<file path="src/sv/whcum_pkg.sv">
// Package for the weighted histogram block: item types, command codes,
// controller states and register map. No dependencies.
package whcum_pkg;

	// Field widths of the item types
	localparam int VALUE_BITS   = 16;
	localparam int WEIGHT_BITS  = 16;
	localparam int CNT_OUT_BITS = 50;
	localparam int KEPT_BITS    = 17;

	// Configuration port
	localparam int APB_ADDR_BITS = 3;
	localparam int APB_DATA_BITS = 32;
	typedef logic [APB_ADDR_BITS-3:0] reg_idx_t;
	localparam reg_idx_t REG_MAX_VALUE = '0;
	localparam logic [VALUE_BITS-1:0] MAX_VALUE_RESET = 16'd255;

	typedef enum logic [1:0] {
		CMD_CLEAR  = 2'd0,
		CMD_IGNORE = 2'd1,
		CMD_ADD    = 2'd2,
		CMD_READ   = 2'd3
	} cmd_t;

	typedef enum logic [1:0] {
		ST_CLEAR,
		ST_IDLE,
		ST_EXEC,
		ST_POST
	} state_t;

	typedef struct packed {
		cmd_t                   cmd;
		logic [VALUE_BITS-1:0]  value;
		logic [WEIGHT_BITS-1:0] weight;
	} req_t;

	typedef struct packed {
		logic [VALUE_BITS-1:0]   bin_value;
		logic [CNT_OUT_BITS-1:0] bin_count;
		logic [CNT_OUT_BITS-1:0] below_sum;
		logic [CNT_OUT_BITS-1:0] above_sum;
		logic [KEPT_BITS-1:0]    below_kept;
		logic [KEPT_BITS-1:0]    above_kept;
		logic [CNT_OUT_BITS-1:0] grand_total;
		logic [KEPT_BITS-1:0]    kept_values;
		logic                    is_ignored;
		logic                    overflowed;
		logic                    last;
	} rsp_t;

endpackage

</file>
<file path="src/sv/whcum_regs.sv">
// APB-style configuration register bank of the weighted histogram block.
// Holds max_value. Depends on whcum_pkg.
module whcum_regs (
	input  logic                                   clk,
	input  logic                                   arst_n,
	input  logic                                   psel,
	input  logic                                   penable,
	input  logic                                   pwrite,
	input  logic [whcum_pkg::APB_ADDR_BITS-1:0]    paddr,
	input  logic [whcum_pkg::APB_DATA_BITS-1:0]    pwdata,
	output logic [whcum_pkg::APB_DATA_BITS-1:0]    prdata,
	output logic                                   pready,
	output logic [whcum_pkg::VALUE_BITS-1:0]       max_value
);

	whcum_pkg::reg_idx_t              reg_idx;
	logic                             wr_en;
	logic [whcum_pkg::VALUE_BITS-1:0] max_value_q;

	// Word address decode
	assign reg_idx = paddr[whcum_pkg::APB_ADDR_BITS-1:2];
	assign wr_en   = psel && penable && pwrite;
	assign pready  = 1'b1;

	always_ff @(posedge clk or negedge arst_n) begin
		if (!arst_n) begin
			max_value_q <= whcum_pkg::MAX_VALUE_RESET;
		end else if (wr_en && (reg_idx == whcum_pkg::REG_MAX_VALUE)) begin
			max_value_q <= pwdata[whcum_pkg::VALUE_BITS-1:0];
		end
	end

	// Read mux
	always_comb begin
		unique case (reg_idx)
			whcum_pkg::REG_MAX_VALUE: begin
				prdata = whcum_pkg::APB_DATA_BITS'(max_value_q);
			end
			default: begin
				prdata = '0;
			end
		endcase
	end

	assign max_value = max_value_q;

endmodule

</file>
<file path="config.mk">
export PLATFORM = sky130hd
export DESIGN_NAME = whcum_regs
export DESIGN_NICKNAME = d
export VERILOG_FILES = /design/src/sv/whcum_pkg.sv /design/src/sv/whcum_regs.sv
export SDC_FILE = /design/constraint.sdc
export NUM_CORES = 1
export LEC_CHECK = 0
export CAP_MARGIN = 25
export CORE_MARGIN = 2
export CORE_UTILIZATION = 35
export CTS_BUF_LIST = sky130_fd_sc_hd__clkbuf_16
export CTS_CLUSTER_DIAMETER = 120
export CTS_CLUSTER_SIZE = 16
export DETAILED_ROUTE_END_ITERATION = 8
export DONT_BUFFER_PORTS = 1
export PLACE_DENSITY_LB_ADDON = 0.3
export SLEW_MARGIN = 10
export SYNTH_ARGS = -nofsm -noshare
export SYNTH_HDL_FRONTEND = slang
export SYNTH_SLANG_ARGS = --single-unit
</file>
<file path="constraint.sdc">
create_clock -name clk -period 1 [get_ports clk]
set_input_delay 0.1 -clock clk [delete_from_list [all_inputs] [get_ports clk]]
set_output_delay 0.1 -clock clk [all_outputs]
set_load 0.02 [all_outputs]
</file>
# Word level (Yosys, flattened, before mapping)
# Cells that the tools add are included.
# totals
reg_bits	16
input_bits	40
output_inout_bits	49
word_cells	6
# op_classes
mux	1
bitwise	1
n_reduce_logical	3
# op_table
operator	count
16-bit 2-to-1 mux	1
1-bit logical AND	3
1-bit NOT	1

# Depth between registers and ports, before layout
# Gate-level depths: netlist (run 1).
# logic_depth
depth_word	3
mapped_depth	3

# Least setup slack after synthesis (run 1)
# OpenSTA, ideal clock, no wires.
# synth_timing
path_type	flip-flop to output port
from	reg max_value_q (netlist bit max_value[4])
to	out prdata[4] (netlist name)
arrival_time_ns	0.935
slack_ns	-0.035
stages_incl_launch_ff	2
path_cell_list	dfstp_2 nor2b_1
# synth_via
elab_chain_cells	1
# synth_rtl
item	line_no	text
start, declared	whcum_regs.sv:18	logic [whcum_pkg::VALUE_BITS-1:0] max_value_q;
start signal, assigned	whcum_regs.sv:27	max_value_q <= whcum_pkg::MAX_VALUE_RESET;
start signal, assigned	whcum_regs.sv:29	max_value_q <= pwdata[whcum_pkg::VALUE_BITS-1:0];
16-bit 2-to-1 mux	whcum_regs.sv:35	unique case (reg_idx)
end, declared	whcum_regs.sv:11	output logic [whcum_pkg::APB_DATA_BITS-1:0] prdata,
# No other way between the ends.

# Worst setup path after layout (run 1)
# layout_timing
from	reg max_value_q (netlist bit max_value[7])
to	out prdata[7] (netlist name)
# Same word-level chain as after synthesis.

==> results of run 1 <==
==> per-layer routing <==
metal / up-vias / routed length [um] / global-route usage, %
li1: 262 / - / -
met1: 274 / 727 / 15.1
met2: 40 / 866 / 17.5
met3: 2 / 201 / 3.76
met4: 0 / 9 / 4.88
met5: - / 0 / 0
==> cells by family (layout without fill, tap and decap cells) <==
kind of cell | Yosys count | in the layout | share of synthesized area (%)
buffers and inverters | 19 | 39 | 15.7
and+or+nand+nor | 17 | 17 | 14.4
muxes | 16 | 16 | 23.9
DFF | 16 | 16 | 45.1
other | 2 | 17 | 0.826
==> worst register-to-register path, stage by stage (launching register included) <==
cell	delay [ns]
dfrtp_1	0.39
buf_4	0.14
mux2_4	0.24
==> cell usage after synthesis <==
| cell type | instances |
|---|---|
| clkbuf_1 | 1 |
| mux2_2 | 6 |
| buf_4 | 17 |
| and2b_1 | 6 |
| dfstp_2 | 8 |
| conb_1 | 2 |
| dfrtp_1 | 8 |
| mux2_4 | 10 |
| nand4b_4 | 1 |
| buf_6 | 1 |
| nor2b_1 | 10 |
==> layout make-up <==
cell class              count  area share (%)
multi-input cells          50            34.8
flip-flops and latches     16            31.4
repair buffers             35            24.9
clock buffers               3            5.74
well taps                  30            2.87
clock inverters             1           0.287
==> layout by cell type, fill, tap and decap left out <==
master and n:
and2b_2 4, nor2b_1 5, and2b_1 2, nor2b_4 5
conb_1 17, clkbuf_16 3, buf_6 8, dfrtp_1 8
buf_4 18, dlygate4sd3_1 8, nand4b_4 1, clkinv_1 1
dfstp_2 8, mux2_4 10, buf_12 1, mux2_2 6
==> metrics by stage <==
| stage | setup TNS, ns | setup slack, ns | cell area (sq um) |
|---|---|---|---|
| floorplan | 0 | 0.0545 | 976 |
| global placement | 0 | 0.112 | 1060 |
| detailed placement | 0 | 0.104 | 1060 |
| CTS | -0.901 | -0.0992 | 1220 |
| global route | -1.35 | -0.132 | 1310 |
| finish | -0.743 | -0.0979 | 1310 |
==> power groups by stage <==
stage | Clock [mW] | Sequential (mW) | Combinational (mW)
5_1_grt | 0.829 | 0.981 | 1.15
4_1_cts | 0.795 | 0.951 | 1.05
3_3_place_gp | 0 | 0.945 | 0.934
2_1_floorplan | 0 | 1.13 | 0.499
6_report | 0.766 | 0.958 | 1.09
3_5_place_dp | 0 | 0.950 | 0.943
==> repair_timing <==
action                                  CTS  global route
endpoints found under the setup margin   22            22
setup buffers                             3             0
hold endpoints to repair                 17             6
gates resized for setup                  11             7
hold buffers                              2             6
pin swaps                                 0             0
==> worst max-delay path by stage <==
| stage | from | end | slack, ns | cells after the start |
|---|---|---|---|---|
| 2_1_floorplan | max_value[4] | prdata[4] | 0.05 | 1 |
| 3_3_place_gp | max_value[5] | prdata[5] | 0.11 | 1 |
| 3_5_place_dp | max_value[7] | prdata[7] | 0.10 | 1 |
| 4_1_cts | max_value[7] | prdata[7] | -0.1 | 1 |
| 5_1_grt | max_value[5] | prdata[5] | -0.13 | 1 |
| 6_report | max_value[7] | prdata[7] | -0.1 | 1 |
==> metrics.yaml, run 1 <==
hold_end: "max_value[4]"
path_cells: "nor2b_4"
total_power_mw: 2.81
cts_tree: "built"
setup_ws_ns: -0.0979
leakage_nw: 0.667
grt_usage_pct: 11.5
crit_buf_inv: 0
cpMaxStageDelayCell: "dfstp_2"
post_drt_via_cell_ratio: 4.28
syn_inst: 70
fin_nets: 146
first_pass_iters: 2
largest_register_ffs: 16
p_clk_share_pct: 27.2
timing.final.crit_share_pct: 110
coreArea_sq_um: 2480
drt_iter0_drc: 1
numPortBuffers: 0
wirelength_mm: 1.81
crit_required_ns: 0.90
fmaxAchievable_mhz: 911
die-area_sq_um: 3020
htree_levels: 1
layout-drive-gt1-share_pct: 61.0
p_comb_share_pct: 38.7
status: "finished, violations left"
hpwlAfterDp_mm: 1.30
ir_drop_v: 0.00170
synthTopCellsByArea: "dfstp_2, dfrtp_1, mux2_4, buf_4, mux2_2"
slew_headroom_pct: 52.0
finalClockSkew_ns: 0
seqCellArea_sq_um: 410
seq_power_share_pct: 34.0
n_antenna_cell: 0
syn_to_final_growth_pct: 43.7
violations: "negative setup slack"
cts.path.max_buffers: 2
critPathMaxStageDelay_ns: 0.55
grt_max_degree: 18
rsz0062_at_grt: "true"
yosysUniqueCellTypes: 11
fillCellCount: 213
r2r-start: "max_value[8]"
critPathCaptureType: "primary output"
yosysTopAreaCell: "dfstp_2"
start_util_pct: 36.7
multi_input_area_sq_um: 455
maxCapViolations: 0
critPathTopFamily: "flip-flops"
insertion_delay_ns: 0.24
p_int_mw: 1.94
tightest_slew_ns: 0.717
setup_viol: 16
ios: 89
switching_share_pct: 31.0
rr_worst_depth: 2
reg2reg_slack_ns: 0.11
power_switching_mw: 0.872
antenna_found_initial: 0
powerDensity_nw_per_um2: 2150
remaining_drc_errors: 0
hp-class: "in2reg"
timing.rr.end: "max_value[8]"
synth_top_cell_area_share_pct: 23.1
clkTransAtPathRegs_ns: 0.05
crit_arrival_ns: 1.00
worstSetupStartpointType: "register"
holdWs_ns: 0.00490
place_inst: 120
wl_per_cell_um: 13.4
die_y_um: 55.0
min_from: "pwdata[4]"
hold_depth: 1
fin_crit_ns: 1.10
seq_area_frac_synth_pct: 45.1
yosysWarnings: 0
ys_seq_elements: 16
syn_avg_cell_area_sq_um: 13.0
grt_first_pass_wirelength_mm: 2.42
ant_nets: 0
syn-cell-area_sq_um: 910
path_class: "reg2out"
maxSlewViolCount: 0
instances_no_fill: 135
grt_pass1_vias: 511
cts_buffers: 3
cts_root_buffer: "clkbuf_16"
grt_overflow: 0
die_x_um: 55.0
fin_util_pct: 52.8
path_max_fanout: 3
std_cell_rows: 18
routed-via-count: 578
hold_violations: 0
cts_sinks: 16
gp_congestion: 0.621
(Power assumes the default switching activity.)
==> run 2, diff against run 1 <==
MAX_ROUTING_LAYER = met4   (was not set)
==> metrics.yaml, run 2 (synthesized netlist as in run 1, its figures left out) <==
status: "finished, violations left"
violations: "negative setup slack"
postPlaceCellArea_sq_um: 1060
layout-drive-gt1-share_pct: 61.0
leakage_nw: 0.667
insertion_delay_ns: 0.24
setup_viol: 16
numPortBuffers: 0
gp_congestion: 0.626
min_from: "pwdata[4]"
maxSlewViolCount: 0
grt_first_pass_wirelength_mm: 2.42
reg2reg_slack_ns: 0.11
cts.path.max_buffers: 2
die_y_um: 55.0
grt_max_degree: 18
grt_overflow: 0
path_max_fanout: 3
fillCellCount: 213
syn_to_final_growth_pct: 43.7
path_class: "reg2out"
critPathCaptureType: "primary output"
htree_levels: 1
fin_nets: 146
cpMaxStageDelayCell: "dfstp_2"
stdcell_area_sq_um: 1310
crit_arrival_ns: 1.00
cts_tree: "built"
finalClockSkew_ns: 0
antenna_found_initial: 0
grt_usage_pct: 11.9
rr_worst_depth: 2
maxCapViolations: 0
hold_violations: 0
rsz0062_at_grt: "true"
largest_register_ffs: 16
layout_commonest_cell: "buf_4"
n_antenna_cell: 0
std_cell_rows: 18
fmaxAchievable_mhz: 911
hold_end: "max_value[4]"
cts_root_buffer: "clkbuf_16"
critPathMaxStageDelay_ns: 0.55
start_util_pct: 36.7
r2r-start: "max_value[8]"
routed-via-count: 578
layout_common_cells: "buf_4, conb_1, mux2_4"
die-area_sq_um: 3020
grt_pass1_vias: 511
slew_headroom_pct: 52.1
hpwlAfterDp_mm: 1.30
post_drt_via_cell_ratio: 4.28
wl_per_cell_um: 13.4
clkTransAtPathRegs_ns: 0.05
cts_sinks: 16
ios: 89
hold_depth: 1
hp-class: "in2reg"
setup_ws_ns: -0.0979
wirelength_mm: 1.81
timing.final.crit_share_pct: 110
die_x_um: 55.0
timing.rr.end: "max_value[8]"
critPathTopFamily: "flip-flops"
drt_iter0_drc: 1
path_cells: "nor2b_4"
ant_nets: 0
first_pass_iters: 2
ir_drop_v: 0.00170
fin_crit_ns: 1.10
remaining_drc_errors: 0
worstSetupStartpointType: "register"
crit_buf_inv: 0
powerDensity_nw_per_um2: 2150
crit_required_ns: 0.90
cts_buffers: 3
holdWs_ns: 0.00490
tightest_slew_ns: 0.717
coreArea_sq_um: 2480
==> run 2: metrics by stage <==
stage / total power [mW] / TNS [ns] / cells / setup slack [ns] / util (%)
CTS: 2.79 / -0.901 / 129 / -0.0992 / 49.3
finish: 2.82 / -0.746 / 135 / -0.0979 / 52.8
global route: 2.96 / -1.35 / 135 / -0.132 / 52.8
global placement: 1.88 / 0 / 120 / 0.112 / 42.9
floorplan: 1.63 / 0 / 85 / 0.0545 / -
detailed placement: 1.89 / 0 / 120 / 0.104 / 42.9
==> run 2: area by class of cell <==
type | count | area (sq um) | area share, %
well taps | 30 | 37.5 | 2.87
multi-input cells | 50 | 455 | 34.8
flip-flops and latches | 16 | 410 | 31.4
clock inverters | 1 | 3.75 | 0.287
clock buffers | 3 | 75.1 | 5.74
repair buffers | 35 | 325 | 24.9
==> run 2: metal layers <==
metal | up-vias | global-route usage, % | wire, um
li1 | 262 | - | -
met1 | 274 | 15.6 | 750
met2 | 40 | 17.5 | 867
met3 | 2 | 2.96 | 178
met4 | 0 | 4.88 | 9
met5 | - | - | 0
==> run 2: worst max-delay path by stage <==
| stage | from | cells past startpoint | end |
|---|---|---|---|
| after global routing | max_value[5] | 1 | prdata[5] |
| after CTS | max_value[7] | 1 | prdata[7] |
| after detailed placement | max_value[7] | 1 | prdata[7] |
| after floorplan | max_value[4] | 1 | prdata[4] |
| after global placement | max_value[5] | 1 | prdata[5] |
| final | max_value[7] | 1 | prdata[7] |
==> run 2: power by group <==
part | internal, mW | switching [mW] | leakage [nW]
Clock | 0.530 | 0.237 | 0.0385
Combinational | 0.566 | 0.524 | 0.449
Sequential | 0.847 | 0.111 | 0.180
Total | 1.94 | 0.872 | 0.667
==> run 2: repair_timing <==
action / in CTS / in global routing
endpoints found under the hold margin: 17 / 6
gates resized for setup: 11 / 7
endpoints found under the setup margin: 22 / 22
setup buffers: 3 / 0
pin swaps: 0 / 0
hold buffers: 2 / 6
